===== config.mk =====
export PLATFORM = sky130hd
export DESIGN_NAME = fdp_gcd
export DESIGN_NICKNAME = d
export VERILOG_FILES = /design/src/fdp_pkg.sv /design/src/fdp_gcd.sv
export SDC_FILE = /design/constraint.sdc
export NUM_CORES = 1
export LEC_CHECK = 0
export BUFFER_PORTS_ARGS = -buffer_cell sky130_fd_sc_hd__buf_4
export CORE_AREA = 8 8 159 161
export DETAILED_ROUTE_END_ITERATION = 8
export DIE_AREA = 0 0 167 169
export GPL_TIMING_DRIVEN = 0
export PLACE_DENSITY = 0.65
export SLEW_MARGIN = 25
export SYNTH_ARGS = -nofsm -noshare
export SYNTH_HDL_FRONTEND = slang
export SYNTH_SLANG_ARGS = --single-unit

===== constraint.sdc =====
create_clock -name i_clk -period 3.7 [get_ports i_clk]
set_input_delay 0.74 -clock i_clk [delete_from_list [all_inputs] [get_ports i_clk]]
set_output_delay 0.74 -clock i_clk [all_outputs]
set_load 0.03 [all_outputs]

===== src/fdp_pkg.sv =====
// Package for the fractional divider parameter calculator.
// Holds widths, constants, channel word types and state types; no dependencies.
package fdp_pkg;
    localparam int DENOM_BITS = 20;
    localparam int VCO_W = 30;
    localparam int NUM_W = 32;
    localparam int PROD_W = 62;
    localparam int IDX_W = 3;
    localparam int P1_W = 18;
    localparam int P2_W = 20;
    localparam int P3_W = 20;
    localparam logic [VCO_W-1:0] VCO_RESET = VCO_W'(800000000);
    localparam logic [NUM_W-1:0] C_APPROX = NUM_W'((64'd1 << DENOM_BITS) - 64'd1);
    localparam logic [P1_W-1:0] P1_OFFSET = P1_W'(512);

    // input word: output selector and rate fraction
    typedef struct packed {
        logic [IDX_W-1:0] out_index;
        logic [NUM_W-1:0] rate_numer;
        logic [NUM_W-1:0] rate_den;
    } t_rate_req;

    // result word
    typedef struct packed {
        logic [IDX_W-1:0] out_index_echo;
        logic [P1_W-1:0]  param_p1;
        logic [P2_W-1:0]  param_p2;
        logic [P3_W-1:0]  param_p3;
        logic             integer_mode;
    } t_div_params;

    // divider unit ops
    typedef struct packed {
        logic        start;
        logic [63:0] dividend;
        logic [NUM_W-1:0] divisor;
    } t_div_req;

    // gcd unit phases
    typedef enum logic [3:0] {
        G_IDLE = 4'b0001,
        G_TWOS = 4'b0010,
        G_ODDX = 4'b0100,
        G_MAIN = 4'b1000
    } t_gcd_state;

    typedef enum logic [13:0] {
        S_IDLE   = 14'b00000000000001,
        S_MUL    = 14'b00000000000010,
        S_DIVA   = 14'b00000000000100,
        S_GCD1   = 14'b00000000001000,
        S_RED1B  = 14'b00000000010000,
        S_RED1C  = 14'b00000000100000,
        S_APXMUL = 14'b00000001000000,
        S_APXDIV = 14'b00000010000000,
        S_GCD2   = 14'b00000100000000,
        S_RED2B  = 14'b00001000000000,
        S_RED2C  = 14'b00010000000000,
        S_P1DIV  = 14'b00100000000000,
        S_FIN    = 14'b01000000000000,
        S_OUT    = 14'b10000000000000
    } t_state;
endpackage


===== src/fdp_gcd.sv =====
// Binary GCD unit, one shift or one subtract per cycle.
// Depends on fdp_pkg.
module fdp_gcd (
    input  logic                      i_clk,
    input  logic                      i_rst_n,
    input  logic                      i_start,
    input  logic [fdp_pkg::NUM_W-1:0] i_x,
    input  logic [fdp_pkg::NUM_W-1:0] i_y,
    output logic                      o_done,
    output logic [fdp_pkg::NUM_W-1:0] o_gcd
);
    logic [fdp_pkg::NUM_W-1:0] r_x, n_x, r_y, n_y;
    logic [4:0] r_sh, n_sh;
    fdp_pkg::t_gcd_state r_ph, n_ph;
    logic r_done, n_done;

    always_comb begin
        n_x = r_x; n_y = r_y; n_sh = r_sh; n_ph = r_ph; n_done = 1'b0;
        if (i_start) begin
            n_x = i_x; n_y = i_y; n_sh = '0; n_ph = fdp_pkg::G_TWOS;
            if (i_x == '0 || i_y == '0) begin
                n_x = i_x | i_y; n_ph = fdp_pkg::G_IDLE; n_done = 1'b1;
            end
        end else begin
            case (r_ph)
                fdp_pkg::G_TWOS: begin
                    if (((r_x | r_y) & 32'd1) == '0) begin
                        n_x = r_x >> 1; n_y = r_y >> 1; n_sh = r_sh + 5'd1;
                    end else n_ph = fdp_pkg::G_ODDX;
                end
                fdp_pkg::G_ODDX: begin
                    if (!r_x[0]) n_x = r_x >> 1;
                    else n_ph = fdp_pkg::G_MAIN;
                end
                fdp_pkg::G_MAIN: begin
                    if (!r_y[0]) n_y = r_y >> 1;
                    else if (r_x > r_y) begin
                        n_x = r_y; n_y = r_x - r_y;
                        if (r_x - r_y == '0) begin
                            n_ph = fdp_pkg::G_IDLE; n_done = 1'b1;
                        end
                    end else begin
                        n_y = r_y - r_x;
                        if (r_y == r_x) begin
                            n_ph = fdp_pkg::G_IDLE; n_done = 1'b1;
                        end
                    end
                end
                default: ;
            endcase
        end
    end

    always_ff @(posedge i_clk) begin
        r_x <= n_x; r_y <= n_y; r_sh <= n_sh;
        if (!i_rst_n) begin
            r_ph <= fdp_pkg::G_IDLE; r_done <= 1'b0;
        end else begin
            r_ph <= n_ph; r_done <= n_done;
        end
    end

    assign o_done = r_done;
    assign o_gcd  = r_x << r_sh;

    a_done_idle: assert property (@(posedge i_clk) disable iff (!i_rst_n)
        r_done |-> r_ph == fdp_pkg::G_IDLE) else $error("done while busy");
    a_odd_main: assert property (@(posedge i_clk) disable iff (!i_rst_n)
        (r_ph == fdp_pkg::G_MAIN && !i_start) |-> r_x[0]) else $error("x even in main loop");
    a_start_go: assert property (@(posedge i_clk) disable iff (!i_rst_n)
        i_start |=> (r_ph != fdp_pkg::G_IDLE || r_done)) else $error("start lost");
endmodule


==> run summary <==
The flow ran to the end, and the final reports show no timing, DRC or antenna violations. The fraction of power spent switching nets was 0.430; the max-slew violation total from the final report was 0. The synthesized netlist occupies a cell area of 0.0100 mm^2.

Timing would allow up to 274 MHz. After detailed routing, the number of vias per cell comes to 6.38. The overall track demand over capacity in global routing is 0.293, and the area of the placeable core is 0.0229 mm^2. During I/O placement, the number of pins put on the boundary was 100. For the register area share after synthesis, the log shows 0.211.

Subtracting the final worst setup slack from the clock period gives 3.65 ns. The logs give 0.287 for the worst max-slew margin expressed relative to the limit and 1.72 mW for the net switching power. The most common flop cell mapped by yosys is sky130_fd_sc_hd__edfxtp_1.

The run gives 1321 as the synthesized instance count. The tools report the initial core utilization as 0.438. The Yosys step of the flow raised 0 warnings. Class of the tightest hold or removal check: in2reg. The share of synthesized cell area in and, or, nand and nor gates works out to 0.210. STA classifies the critical path endpoint as a register.

Entering global routing, the biggest net connects 25 pins. The number of antenna violations at the first check in global routing was 1; the post-DP HPWL was 34000 um. The clock sink count was 74. The distinct cell type count after synthesis was 84; the fraction of registers with async set or reset after synthesis was 0. Compared with the post-synthesis result, the final layout area differs by 21.3%. For the worst setup path, the data required time is 4.00 ns. The cell area power density was 329 mW/mm^2. The internal power of the cells totals 2.28 mW. Data arrives at the worst endpoint at 3.95 ns. The routed via count was 11300.

Xor/xnor cell area share of the yosys netlist: 0.0358. In this run the worst path has a maximum fanout of 6. Across the VDD grid, the largest voltage drop is 0.000211 V.

The global-route wire length before repair is 64100 um, and the adder and majority cell fraction of the synthesized area is 0.0863. For this run, the post-layout net count is 1613. The clock transition at the registers of the reported paths is 0.07 ns, and the violation count after the first detailed-route iteration is 1313. The number of core rows is 56.

After detailed routing, the average wire length per cell comes to 24.3 um. STA classifies the critical path startpoint as a register. The logs give 0 for the post-route antenna net violation count and 0 for the number of inserted diodes.

Fill cells in the final layout number 2253. The logs give 0 for the number of hold buffers added after CTS and 3 for the number of H-tree levels. Synthesis produced a netlist with a net count of 1456. The die is 169 um tall.

On the final layout, the worst clock skew is 0.0106 ns. The tree is rooted in a sky130_fd_sc_hd__clkbuf_16. The worst hold slack is 0.575 ns, and the number of enable flip-flop cells after synthesis is 64. TritonCTS created 9 clock buffers. The multiplexer fraction of the synthesized cell area was 0.0920; the part of the total power dissipated in sequential elements was 0.267. The compound-cell area share of the yosys netlist was 0.288. The critical path in this run is classified as reg2reg.

For the worst-skew pair, the clock arrives at the later sink with an insertion delay of 0.36 ns. TritonCTS built the clock tree. The post-synthesis register bit count works out to 74. The fraction of final layout cells sized beyond drive strength 1 came out at 0.196.

For this run, design rule violations remaining after detail routing come to 0. Summed over all layers, the global routing overflow is 0. The number of setup violations in the final report was 0; the number of buffers on the longest clock path was 2. The main combinational cell family by area after synthesis is compound AO/OA/AOI/OAI gates.

The total wirelength of the detailed-routed design was 43100 um; the transition time at the pin with the least slew margin was 1.06 ns. The congestion estimate from routability-driven global placement came to 0.975. The analysis attributes to cell leakage a power of 5.25 nW.

The portion of total power attributed to the clock network was 0.238. The logs give 10700 for the via count of the first global-routing pass and 0.495 for the portion of total power attributed to combinational logic. The die is 167 um wide. The utilization after layout was 0.531; the number of port buffers was 98. Max-cap violations in this run came to 0.

The first TritonRoute pass finished after 6 iterations. Averaged over all synthesized cells, the footprint is 7.60 um^2. The final worst-path cycle share came out at 0.988. The logs give 0 for the count of endpoints failing hold in the final timing report and 0.0282 mm^2 for the full die area.
-- layer usage --
metal / GRT usage / vias up / part of all wire
met5: 0 / - / 0
met4: 0.104 / 0 / 0.030
met3: 0.0613 / 80 / 0.11
met2: 0.452 / 669 / 0.44
met1: 0.400 / 5390 / 0.43
li1: - / 5178 / -
-- Yosys cell counts (all sizes together) (11+ instances only) --
library cell  instances  share of area
nand3                20          0.010
o211ai               12         0.0095
a21o                 40          0.030
xor2                 15          0.013
ha                   66          0.082
buf                  36          0.021
clkbuf               61          0.023
nand2               149          0.056
o21ai                93          0.046
nor2                 80          0.030
nand4                22          0.014
a211oi               45          0.035
edfxtp               64           0.19
or3                  12         0.0075
inv                  85          0.032
xnor2                26          0.023
a21oi               157          0.082
nor3                 16         0.0085
nor2b                15         0.0094
o21a                 11         0.0082
and3                 42          0.026
mux2i                63          0.063
nor4                 20          0.013
-- cell families after synthesis --
family          after synthesis
xor+xnor                     41
flops                        74
simple gates                425
buf+inv                     183
mux                          79
compound gates              451
fa+ha+maj                    68
-- flip-flops by register name, summed over array words and instances, names as in the netlist --
signal / flops
r_ph: 4
o_done: 1
r_sh: 5
r_x: 32
r_y: 32
-- critical path: stages, from the launching register on --
cell and delay [ns]:
sky130_fd_sc_hd__edfxtp_1 0.56, sky130_fd_sc_hd__inv_2 0.16, sky130_fd_sc_hd__ha_4 0.30, sky130_fd_sc_hd__buf_6 0.11, sky130_fd_sc_hd__and4_4 0.23, sky130_fd_sc_hd__nor2b_4 0.14
sky130_fd_sc_hd__a21bo_4 0.26, sky130_fd_sc_hd__a211o_4 0.38, sky130_fd_sc_hd__a22o_1 0.24, sky130_fd_sc_hd__a211oi_4 0.24, sky130_fd_sc_hd__nand2_2 0.14, sky130_fd_sc_hd__nor4_4 0.44
sky130_fd_sc_hd__a21o_1 0.25, sky130_fd_sc_hd__a2bb2oi_2 0.13
-- through the flow --
| stage | setup WS [ns] | cells | power, mW | setup TNS (ns) | instance area (um^2) |
|---|---|---|---|---|---|
| 2_1_floorplan | 0.159 | 1321 | 2.26 | 0 | 10000 |
| 5_1_grt | -0.0430 | 1773 | 4.16 | -0.0930 | 12200 |
| 4_1_cts | 0.000470 | 1740 | 3.83 | 0 | 11700 |
| 3_5_place_dp | -0.926 | 1710 | 2.83 | -41.18 | 11200 |
| 6_report | 0.0459 | 1773 | 4.00 | 0 | 12200 |
| 3_3_place_gp | -0.912 | 1709 | 2.83 | -39.67 | 11100 |
-- cell type report --
| type | count | area, um^2 | share of cell area |
|---|---|---|---|
| multi-input cells | 1067 | 7490 | 0.615 |
| flip-flops and latches | 74 | 2120 | 0.174 |
| clock buffers | 11 | 264 | 0.0217 |
| repair buffers | 143 | 1090 | 0.0895 |
| clock inverters | 5 | 40.0 | 0.00329 |
| well taps | 290 | 363 | 0.0298 |
| plain buffers | 97 | 483 | 0.0397 |
| inverters | 86 | 323 | 0.0265 |
-- power by group through the flow --
stage	sequential, mW	combinational (mW)	clock (mW)
final	1.07	1.98	0.952
after global routing	1.07	2.12	0.976
after CTS	1.07	1.81	0.950
after detailed placement	1.10	1.74	0
after global placement	1.09	1.73	0
after floorplan	1.04	1.22	0
-- placed cells by master (no fill, tap or decap), types with 13 or more instances in the layout --
cell / count
sky130_fd_sc_hd__nand2_1: 147
sky130_fd_sc_hd__buf_4: 146
sky130_fd_sc_hd__a21oi_1: 145
sky130_fd_sc_hd__inv_1: 82
sky130_fd_sc_hd__o21ai_0: 81
sky130_fd_sc_hd__nor2_1: 77
sky130_fd_sc_hd__ha_1: 64
sky130_fd_sc_hd__edfxtp_1: 64
sky130_fd_sc_hd__mux2i_1: 62
sky130_fd_sc_hd__clkbuf_1: 57
sky130_fd_sc_hd__and3_1: 41
sky130_fd_sc_hd__a211oi_1: 41
sky130_fd_sc_hd__a21o_1: 37
sky130_fd_sc_hd__xnor2_1: 26
sky130_fd_sc_hd__nand4_1: 21
sky130_fd_sc_hd__nand3_1: 19
sky130_fd_sc_hd__nor4_1: 19
sky130_fd_sc_hd__buf_2: 15
sky130_fd_sc_hd__xor2_1: 15
sky130_fd_sc_hd__nor3_1: 14
sky130_fd_sc_hd__nor2b_1: 13
-- final timing paths --
kind                            startpoint       to  slack, ns  cells past startpoint
worst max-delay path                r_x[5]  r_ph[0]       0.05                     13
worst min register to register     r_y[31]  r_x[31]       0.67                      2
worst min-delay path               i_rst_n  r_ph[0]       0.57                      2
worst max register to register      r_x[5]  r_ph[0]       0.05                     13
-- what timing repair did --
action | in CTS | in global routing
setup endpoints to repair | 92 | 74
gates cloned | 3 | 0
pin swaps | 12 | 19
resized for setup | 37 | 57
setup buffers | 11 | 33
(Power assumes the default switching activity.)
