==> src/fdp_pkg.sv <==
// Package for the fractional divider parameter calculator.
// Holds widths, constants, channel word types and state types; no dependencies.
package fdp_pkg;
    localparam int DENOM_BITS = 20;
    localparam int VCO_W = 30;
    localparam int NUM_W = 32;
    localparam int PROD_W = 62;
    localparam int IDX_W = 3;
    localparam int P1_W = 18;
    localparam int P2_W = 20;
    localparam int P3_W = 20;
    localparam logic [VCO_W-1:0] VCO_RESET = VCO_W'(800000000);
    localparam logic [NUM_W-1:0] C_APPROX = NUM_W'((64'd1 << DENOM_BITS) - 64'd1);
    localparam logic [P1_W-1:0] P1_OFFSET = P1_W'(512);

    // input word: output selector and rate fraction
    typedef struct packed {
        logic [IDX_W-1:0] out_index;
        logic [NUM_W-1:0] rate_numer;
        logic [NUM_W-1:0] rate_den;
    } t_rate_req;

    // result word
    typedef struct packed {
        logic [IDX_W-1:0] out_index_echo;
        logic [P1_W-1:0]  param_p1;
        logic [P2_W-1:0]  param_p2;
        logic [P3_W-1:0]  param_p3;
        logic             integer_mode;
    } t_div_params;

    // divider unit ops
    typedef struct packed {
        logic        start;
        logic [63:0] dividend;
        logic [NUM_W-1:0] divisor;
    } t_div_req;

    // gcd unit phases
    typedef enum logic [3:0] {
        G_IDLE = 4'b0001,
        G_TWOS = 4'b0010,
        G_ODDX = 4'b0100,
        G_MAIN = 4'b1000
    } t_gcd_state;

    typedef enum logic [13:0] {
        S_IDLE   = 14'b00000000000001,
        S_MUL    = 14'b00000000000010,
        S_DIVA   = 14'b00000000000100,
        S_GCD1   = 14'b00000000001000,
        S_RED1B  = 14'b00000000010000,
        S_RED1C  = 14'b00000000100000,
        S_APXMUL = 14'b00000001000000,
        S_APXDIV = 14'b00000010000000,
        S_GCD2   = 14'b00000100000000,
        S_RED2B  = 14'b00001000000000,
        S_RED2C  = 14'b00010000000000,
        S_P1DIV  = 14'b00100000000000,
        S_FIN    = 14'b01000000000000,
        S_OUT    = 14'b10000000000000
    } t_state;
endpackage

==> src/fdp_div.sv <==
// Bit-serial restoring divider: 64-bit dividend by 32-bit divisor, one bit a cycle.
// Depends on fdp_pkg.
module fdp_div (
    input  logic                       i_clk,
    input  logic                       i_rst_n,
    input  fdp_pkg::t_div_req          i_req,
    output logic                       o_done,
    output logic [63:0]                o_quot,
    output logic [fdp_pkg::NUM_W-1:0]  o_rem
);
    logic [63:0] r_q, n_q;
    logic [32:0] r_r, n_r;
    logic [fdp_pkg::NUM_W-1:0] r_d, n_d;
    logic [6:0] r_cnt, n_cnt;
    logic r_busy, n_busy, r_done, n_done;
    logic [32:0] w_t;

    always_comb begin
        n_q = r_q; n_r = r_r; n_d = r_d; n_cnt = r_cnt; n_busy = r_busy; n_done = 1'b0;
        w_t = {r_r[31:0], r_q[63]};
        if (i_req.start) begin
            n_q = i_req.dividend; n_r = '0; n_d = i_req.divisor;
            n_cnt = 7'd0; n_busy = 1'b1;
        end else if (r_busy) begin
            if (w_t >= {1'b0, r_d}) begin
                n_r = w_t - {1'b0, r_d};
                n_q = {r_q[62:0], 1'b1};
            end else begin
                n_r = w_t;
                n_q = {r_q[62:0], 1'b0};
            end
            n_cnt = r_cnt + 7'd1;
            if (r_cnt == 7'd63) begin
                n_busy = 1'b0; n_done = 1'b1;
            end
        end
    end

    always_ff @(posedge i_clk) begin
        r_q <= n_q; r_r <= n_r; r_d <= n_d; r_cnt <= n_cnt;
        if (!i_rst_n) begin
            r_busy <= 1'b0; r_done <= 1'b0;
        end else begin
            r_busy <= n_busy; r_done <= n_done;
        end
    end

    assign o_done = r_done;
    assign o_quot = r_q;
    assign o_rem  = r_r[31:0];

    a_done_after_busy: assert property (@(posedge i_clk) disable iff (!i_rst_n)
        r_done |-> $past(r_busy)) else $error("done without busy");
    a_cnt_range: assert property (@(posedge i_clk) disable iff (!i_rst_n)
        r_busy |-> r_cnt <= 7'd63) else $error("count overrun");
    a_start_busy: assert property (@(posedge i_clk) disable iff (!i_rst_n)
        i_req.start |=> r_busy) else $error("start lost");
endmodule

==> config.mk <==
export PLATFORM = sky130hd
export DESIGN_NAME = fdp_div
export DESIGN_NICKNAME = d
export VERILOG_FILES = /design/src/fdp_pkg.sv /design/src/fdp_div.sv
export SDC_FILE = /design/constraint.sdc
export NUM_CORES = 1
export LEC_CHECK = 0
export BUFFER_PORTS_ARGS = -buffer_cell sky130_fd_sc_hd__buf_4
export CAP_MARGIN = 20
export CORE_ASPECT_RATIO = 0.6
export CORE_MARGIN = 2
export CORE_UTILIZATION = 54
export CTS_CLUSTER_DIAMETER = 60
export DETAILED_ROUTE_END_ITERATION = 10
export PLACE_DENSITY = 0.81
export SYNTH_ARGS = -nofsm -noshare
export SYNTH_HDL_FRONTEND = slang
export SYNTH_SLANG_ARGS = --single-unit
==> constraint.sdc <==
create_clock -name i_clk -period 3.31 [get_ports i_clk]
set_clock_uncertainty 0.1 [all_clocks]
set_input_delay 0.1655 -clock i_clk [delete_from_list [all_inputs] [get_ports i_clk]]
set_output_delay 0.1655 -clock i_clk [all_outputs]
set_load 0.005 [all_outputs]
==> results of run 1 <==
## cells in the mapped netlist (6+ instances only)
library cell                n
sky130_fd_sc_hd__edfxtp_1  96
sky130_fd_sc_hd__mux2_2    65
sky130_fd_sc_hd__nor2_1    57
sky130_fd_sc_hd__a21oi_1   49
sky130_fd_sc_hd__inv_1     44
sky130_fd_sc_hd__nand2_1   42
sky130_fd_sc_hd__dfxtp_1   41
sky130_fd_sc_hd__ha_1      33
sky130_fd_sc_hd__a211oi_1  22
sky130_fd_sc_hd__mux2i_1   22
sky130_fd_sc_hd__o21ai_0   22
sky130_fd_sc_hd__clkbuf_1  21
sky130_fd_sc_hd__xnor2_1   17
sky130_fd_sc_hd__a21o_1    11
sky130_fd_sc_hd__nand4_1   10
sky130_fd_sc_hd__nor3_1     9
sky130_fd_sc_hd__o21a_1     9
sky130_fd_sc_hd__nand3_1    7
sky130_fd_sc_hd__o21bai_1   7
sky130_fd_sc_hd__a311oi_1   6
sky130_fd_sc_hd__buf_2      6
sky130_fd_sc_hd__nor2b_1    6
sky130_fd_sc_hd__xor2_1     6
## worst paths after layout
kind / slack (ps) / cells past startpoint / endpoint / from
setup reg to reg: 150 / 10 / r_r[9] / r_r[23]
setup / recovery: 150 / 10 / r_r[9] / r_r[23]
hold reg to reg: 430 / 2 / r_r[16] / r_r[16]
hold / removal: 130 / 2 / r_cnt[3] / i_req[96]
## metal layers
metal  part of all wire [%]  up-vias
li1                       -     3137
met1                     42     3330
met2                     47      345
met3                    8.4       46
met4                    2.2        0
met5                      0        -
## flip-flops by register name (all words and copies together) (netlist names)
| name | flops |
|---|---|
| r_busy | 1 |
| r_d | 32 |
| r_cnt | 7 |
| o_quot | 64 |
| r_r | 32 |
| o_done | 1 |
## logic make-up (layout without fill, tap and decap cells)
kind of cell / after synthesis / count (layout) / share of synthesized area [%]
simple gates: 166 / 166 / 11.0
fa+ha+maj: 34 / 34 / 5.74
xor+xnor: 23 / 23 / 2.67
compound gates: 164 / 164 / 14.5
flops: 137 / 137 / 49.1
buf+inv: 77 / 381 / 4.43
mux: 87 / 87 / 12.6
## what timing repair did
action | 4_1_cts | 5_1_grt
hold endpoints to repair | 98 | 0
hold buffers | 97 | 0
setup endpoints to repair | 0 | 0
## cell type report
class,instances,area [um2]
clock buffer,17,425
clock inverter,14,163
fill,859,2900
inverter,44,165
multi-input combinational,474,3510
sequential,137,3700
tap,192,240
timing repair buffer,306,2560
## power breakdown
part           internal [mW]  leakage (nW)  switching (mW)
sequential              2.02          1.29           0.117
combinational          0.661          3.01           0.628
clock                   1.13         0.281           0.797
total                   3.81          4.58            1.54
## per-stage QoR
| stage | instance area [um2] | utilization (%) |
|---|---|---|
| 6_report | 10800 | 78.8 |
| 5_1_grt | 10800 | 78.8 |
| 4_1_cts | 10800 | 78.8 |
| 3_5_place_dp | 9210 | 67.4 |
| 3_3_place_gp | 9210 | 67.4 |
| 2_1_floorplan | 7550 | - |
==> flow_summary_export.csv, run 1 <==
group,metric,value,unit
routing,first_iteration_detailed_routing_drc_count,608,
floorplanning,die_footprint,15000,um2
cells_and_area,final_net_count,1113,
global_routing,gr-total-overflow,0,
synthesis,syn_avg_cell_area,11.0,um2
global_routing,grt_busiest_layer,"met2",
global_routing,grt_antenna_before_repair,0,
routing,ant_nets,0,
setup_path,crit_path_start_kind,"flop",
place,placed_cells_incl_taps,1056,
hold_path,min-delay-path-class,"primary input to flop",
cells_and_area,layout_commonest_cell,"sky130_fd_sc_hd__buf_4",
setup_path,timing.critical_path.cells,"ha_1 > a21o_1 > o21bai_1 > a21oi_1 > o221a_2 > nor2_1 > or4_1 > buf_4 > mux2i_1 > a211oi_1",
global_routing,grt_pass1_wl,35600,um
floorplanning,top_ports,196,
run,timing.max_cap.violations,0,
synthesis,post_synth_inst_count,688,
synthesis,synth.top_cell.area_share,38.2,%
cells_and_area,layout_common_cells,"sky130_fd_sc_hd__buf_4 (207), sky130_fd_sc_hd__dlygate4sd3_1 (97), sky130_fd_sc_hd__edfxtp_1 (96)",
setup_path,crit_path_max_incr_delay,490,ps
global_routing,grtUsageMet2,51.7,%
synthesis,synth_edf_count,96,
setup_path,crit_end_category,"flop",
synthesis,synth_nets,821,
setup_path,worst-endpoint-arrival,3370,ps
sta,tightestPinTransition,804,ps
routing,vias,6858,
synthesis,synth_ff_type,"sky130_fd_sc_hd__edfxtp_1",
setup_path,worst-endpoint-required,3520,ps
clock_network,clock_tree_from_tritoncts,"built",
clock_network,cts-root-to-sink-buffers,2,
routing,finalWirelength,23000,um
place,io_buffer_count,195,
global_routing,use_met1,40.4,%
place,detailed_place_hpwl,15100,um
synthesis,synth_register_bits,137,
clock_network,numCtsBuffers,17,
synthesis,post_synth_num_cell_types,65,
cells_and_area,drive_above_1_share,32.5,%
clock_network,clk_pin_slew,70,ps
sta,period_needed,3160,ps
setup_path,critical_path_buf_inv_count,1,
setup_path,worst_path_max_fanout,17,
routing,drt_pass1_iterations,8,
cells_and_area,flow.area_growth_from_synthesis,42.7,%
synthesis,synthesis.yosys.warnings,0,
power_and_ir_drop,cellPowerDensity,497,nW/um2
global_routing,grt_pass1_vias,6792,
floorplanning,die_w,157,um
place,gp_congestion,0.949,
clock_network,clock-sinks,137,
power_and_ir_drop,max-vdd-ir-drop,0.361,mV
cells_and_area,post_layout_nonfiller_instances,1184,
clock_network,clkLatencyLatePin,420,ps
global_routing,grt_usage,31.2,%
synthesis,netlist.top_cell.by_area,"sky130_fd_sc_hd__edfxtp_1",
setup_path,ws_path_type,"flop to flop",
floorplanning,std_cell_rows,33,
clock_network,post_cts_resized,0,
status,outcome,"finished, final reports clean",
floorplanning,die_h,95.6,um
clock_network,clock_tree.root_cell,"sky130_fd_sc_hd__clkbuf_16",
synthesis,main_area_contributors_after_synthesis,"sky130_fd_sc_hd__edfxtp_1 (38%), sky130_fd_sc_hd__dfxtp_1 (11%), sky130_fd_sc_hd__mux2_2 (9.7%)",
sta,clock.fmax,316,MHz
setup_path,worst_path_dominant_cell_family,"compound AO/OA/AOI/OAI gates",
clock_network,ctsHtreeMaxLevel,4,
clock_network,cts_post_setup_buffers_inserted,0,
global_routing,grt_start_max_net_pins,46,
synthesis,yosysSeqAreaShare,49.1,%
routing,number_of_vias_per_cell_after_detailed_routing,5.79,
sta,min_period_over_period,95.5,%
global_routing,grt_use_met3,7.95,%
power_and_ir_drop,design_power_total,5.35,mW
sta,fin_tns_setup,0,ps
sta,finalHoldViolations,0,
sta,max-slew-margin-rel,46.1,%
place,pre_cts_slack,246,ps
routing,post-route-drc-count,0,
floorplanning,core-area,13700,um2
synthesis,synth_area,7550,um2
synthesis,postSynth.asyncResetShare,0,%
sta,whs,128,ps
sta,setup_repair_after_global_routing_missed_its_margin,"no",
power_and_ir_drop,p_leak,4.58,nW
routing,detail_route.wl_per_cell,19.5,um
floorplanning,initial_core_util,55.2,%
sta,post-route-worst-setup-slack,150,ps
setup_path,worst_path_max_delay_cell,"sky130_fd_sc_hd__or4_1",
sta,finalMaxSlewViolations,0,
sta,final_setup_violations,0,
cells_and_area,antenna_cell_count,0,
Power figures use the tool's default switching activity.
==> run 2: changes to the inputs <==
--- a/config.mk
+++ b/config.mk
@@ -8,7 +8,7 @@
 export BUFFER_PORTS_ARGS = -buffer_cell sky130_fd_sc_hd__buf_4
 export CAP_MARGIN = 20
 export CORE_ASPECT_RATIO = 0.6
-export CORE_MARGIN = 2
+export CORE_MARGIN = 3
 export CORE_UTILIZATION = 54
 export CTS_CLUSTER_DIAMETER = 60
 export DETAILED_ROUTE_END_ITERATION = 10
==> run 2 against run 1 <==
Compared with the run above:
- combinational power barely moved
- worst hold slack got worse by 12 ps
- global-route usage fell by 2.5 points
- clock power down 6%
- die area increased by 3.4%
- register-to-register slack about the same
- setup slack better by 4.4 ps
==> flow_summary_export.csv, run 2 (synthesis results as in run 1) <==
group,metric,value,unit
floorplanning,core-area,13300,um2
global_routing,grt_antenna_before_repair,0,
status,outcome,"finished, final reports clean",
floorplanning,std_cell_rows,32,
global_routing,grt_usage,28.7,%
sta,whs,116,ps
sta,setup_repair_after_global_routing_missed_its_margin,"no",
sta,finalMaxSlewViolations,0,
sta,clock.fmax,317,MHz
cells_and_area,post-route-util,80.7,%
clock_network,clkLatencyLatePin,410,ps
clock_network,ctsHtreeMaxLevel,4,
routing,number_of_vias_per_cell_after_detailed_routing,5.74,
floorplanning,die_footprint,15500,um2
sta,final_setup_violations,0,
floorplanning,top_ports,196,
sta,tightestPinTransition,812,ps
setup_path,worst-endpoint-arrival,3210,ps
routing,detail_route.wl_per_cell,19.2,um
setup_path,crit_path_max_incr_delay,490,ps
routing,ant_nets,0,
clock_network,clock_tree.root_cell,"sky130_fd_sc_hd__clkbuf_16",
clock_network,cts-root-to-sink-buffers,2,
routing,drt_pass1_iterations,5,
setup_path,crit_path_start_kind,"flop",
setup_path,worst_path_max_fanout,14,
floorplanning,initial_core_util,56.9,%
routing,finalWirelength,22600,um
place,detailed_place_hpwl,15000,um
setup_path,worst_path_dominant_cell_family,"compound AO/OA/AOI/OAI gates",
cells_and_area,antenna_cell_count,0,
setup_path,ws_path_type,"flop to flop",
place,io_buffer_count,195,
clock_network,numCtsBuffers,17,
cells_and_area,largest_register_ff_count,64,
global_routing,grt_pass1_vias,6638,
clock_network,clock_tree_from_tritoncts,"built",
floorplanning,die_h,97.6,um
clock_network,clock-sinks,137,
power_and_ir_drop,max-vdd-ir-drop,0.380,mV
power_and_ir_drop,cellPowerDensity,489,nW/um2
cells_and_area,flow.area_growth_from_synthesis,41.7,%
setup_path,timing.critical_path.cells,"ha_1 > a21o_1 > o21bai_1 > a21oi_1 > o221a_2 > nor2_1 > or4_1 > buf_4 > mux2_2",
place,gp_congestion,0.990,
global_routing,grt_pass1_wl,35100,um
routing,post-route-drc-count,0,
cells_and_area,final_net_count,1107,
floorplanning,die_w,159,um
setup_path,critical_path_buf_inv_count,1,
power_and_ir_drop,p_leak,4.54,nW
sta,fin_tns_setup,0,ps
sta,finalHoldViolations,0,
cells_and_area,layout_commonest_cell,"sky130_fd_sc_hd__buf_4",
global_routing,grt_start_max_net_pins,139,
hold_path,min-delay-path-class,"primary input to flop",
cells_and_area,drive_above_1_share,32.1,%
clock_network,clk_pin_slew,60,ps
setup_path,crit_end_category,"flop",
run,timing.max_cap.violations,0,
setup_path,worst-endpoint-required,3370,ps
setup_path,worst_path_max_delay_cell,"sky130_fd_sc_hd__or4_1",
cells_and_area,layout_common_cells,"sky130_fd_sc_hd__buf_4 (201), sky130_fd_sc_hd__dlygate4sd3_1 (97), sky130_fd_sc_hd__edfxtp_1 (96)",
clock_network,cts_post_setup_buffers_inserted,0,
routing,vias,6744,
sta,period_needed,3160,ps
global_routing,gr-total-overflow,0,
sta,max-slew-margin-rel,45.5,%
sta,min_period_over_period,95.3,%
routing,first_iteration_detailed_routing_drc_count,749,
run 2: worst reg2reg max path, cell delays in order (launching register included):
cell and delay (ps):
sky130_fd_sc_hd__dfxtp_1 460, sky130_fd_sc_hd__ha_1 360, sky130_fd_sc_hd__a21o_1 250, sky130_fd_sc_hd__o21bai_1 290
sky130_fd_sc_hd__a21oi_1 210, sky130_fd_sc_hd__o221a_2 190, sky130_fd_sc_hd__nor2_1 50, sky130_fd_sc_hd__or4_1 490
sky130_fd_sc_hd__buf_4 230, sky130_fd_sc_hd__mux2_2 290
run 2: layer usage:
layer	global-route usage, %	vias up	wire length (um)
met5	0	-	0
met3	5.92	37	1730
li1	-	3133	-
met2	45.8	341	10800
met1	40.3	3233	9730
met4	6.54	0	357
run 2: per-stage QoR:
stage / total power [mW] / setup WS, ps / instances / instance area [um2]
floorplan: 2.84 / 516 / 688 / 7550
global placement: 3.26 / 281 / 1045 / 9160
detailed placement: 3.30 / 256 / 1045 / 9160
CTS: 5.20 / 224 / 1174 / 10700
global route: 5.44 / 46.0 / 1174 / 10700
finish: 5.23 / 155 / 1174 / 10700
run 2: cell type report:
| type | instances | area (um2) |
|---|---|---|
| Tap cell | 187 | 234 |
| Clock inverter | 15 | 131 |
| Sequential cell | 137 | 3700 |
| Clock buffer | 17 | 425 |
| Timing Repair Buffer | 300 | 2520 |
| Multi-Input combinational cell | 474 | 3510 |
| Inverter | 44 | 165 |
| Fill cell | 813 | 2560 |
run 2: final timing paths:
path / from / end / slack (ps) / cells past startpoint
setup reg to reg: r_r[23] / o_quot[0] / 150 / 9
hold reg to reg: r_cnt[6] / r_cnt[6] / 380 / 2
setup / recovery: r_r[23] / o_quot[0] / 150 / 9
hold / removal: i_req[96] / r_r[21] / 120 / 4
run 2: timing repair:
action                     4_1_cts  5_1_grt
hold endpoints to repair        98        0
gates resized for setup          0        2
hold buffers                    97        0
setup endpoints to repair        0        8
run 2: power breakdown:
part | total (mW) | internal [mW] | switching, mW
registers | 2.13 | 2.02 | 0.115
clock network | 1.81 | 0.988 | 0.827
logic | 1.28 | 0.652 | 0.630
total | 5.23 | 3.66 | 1.57
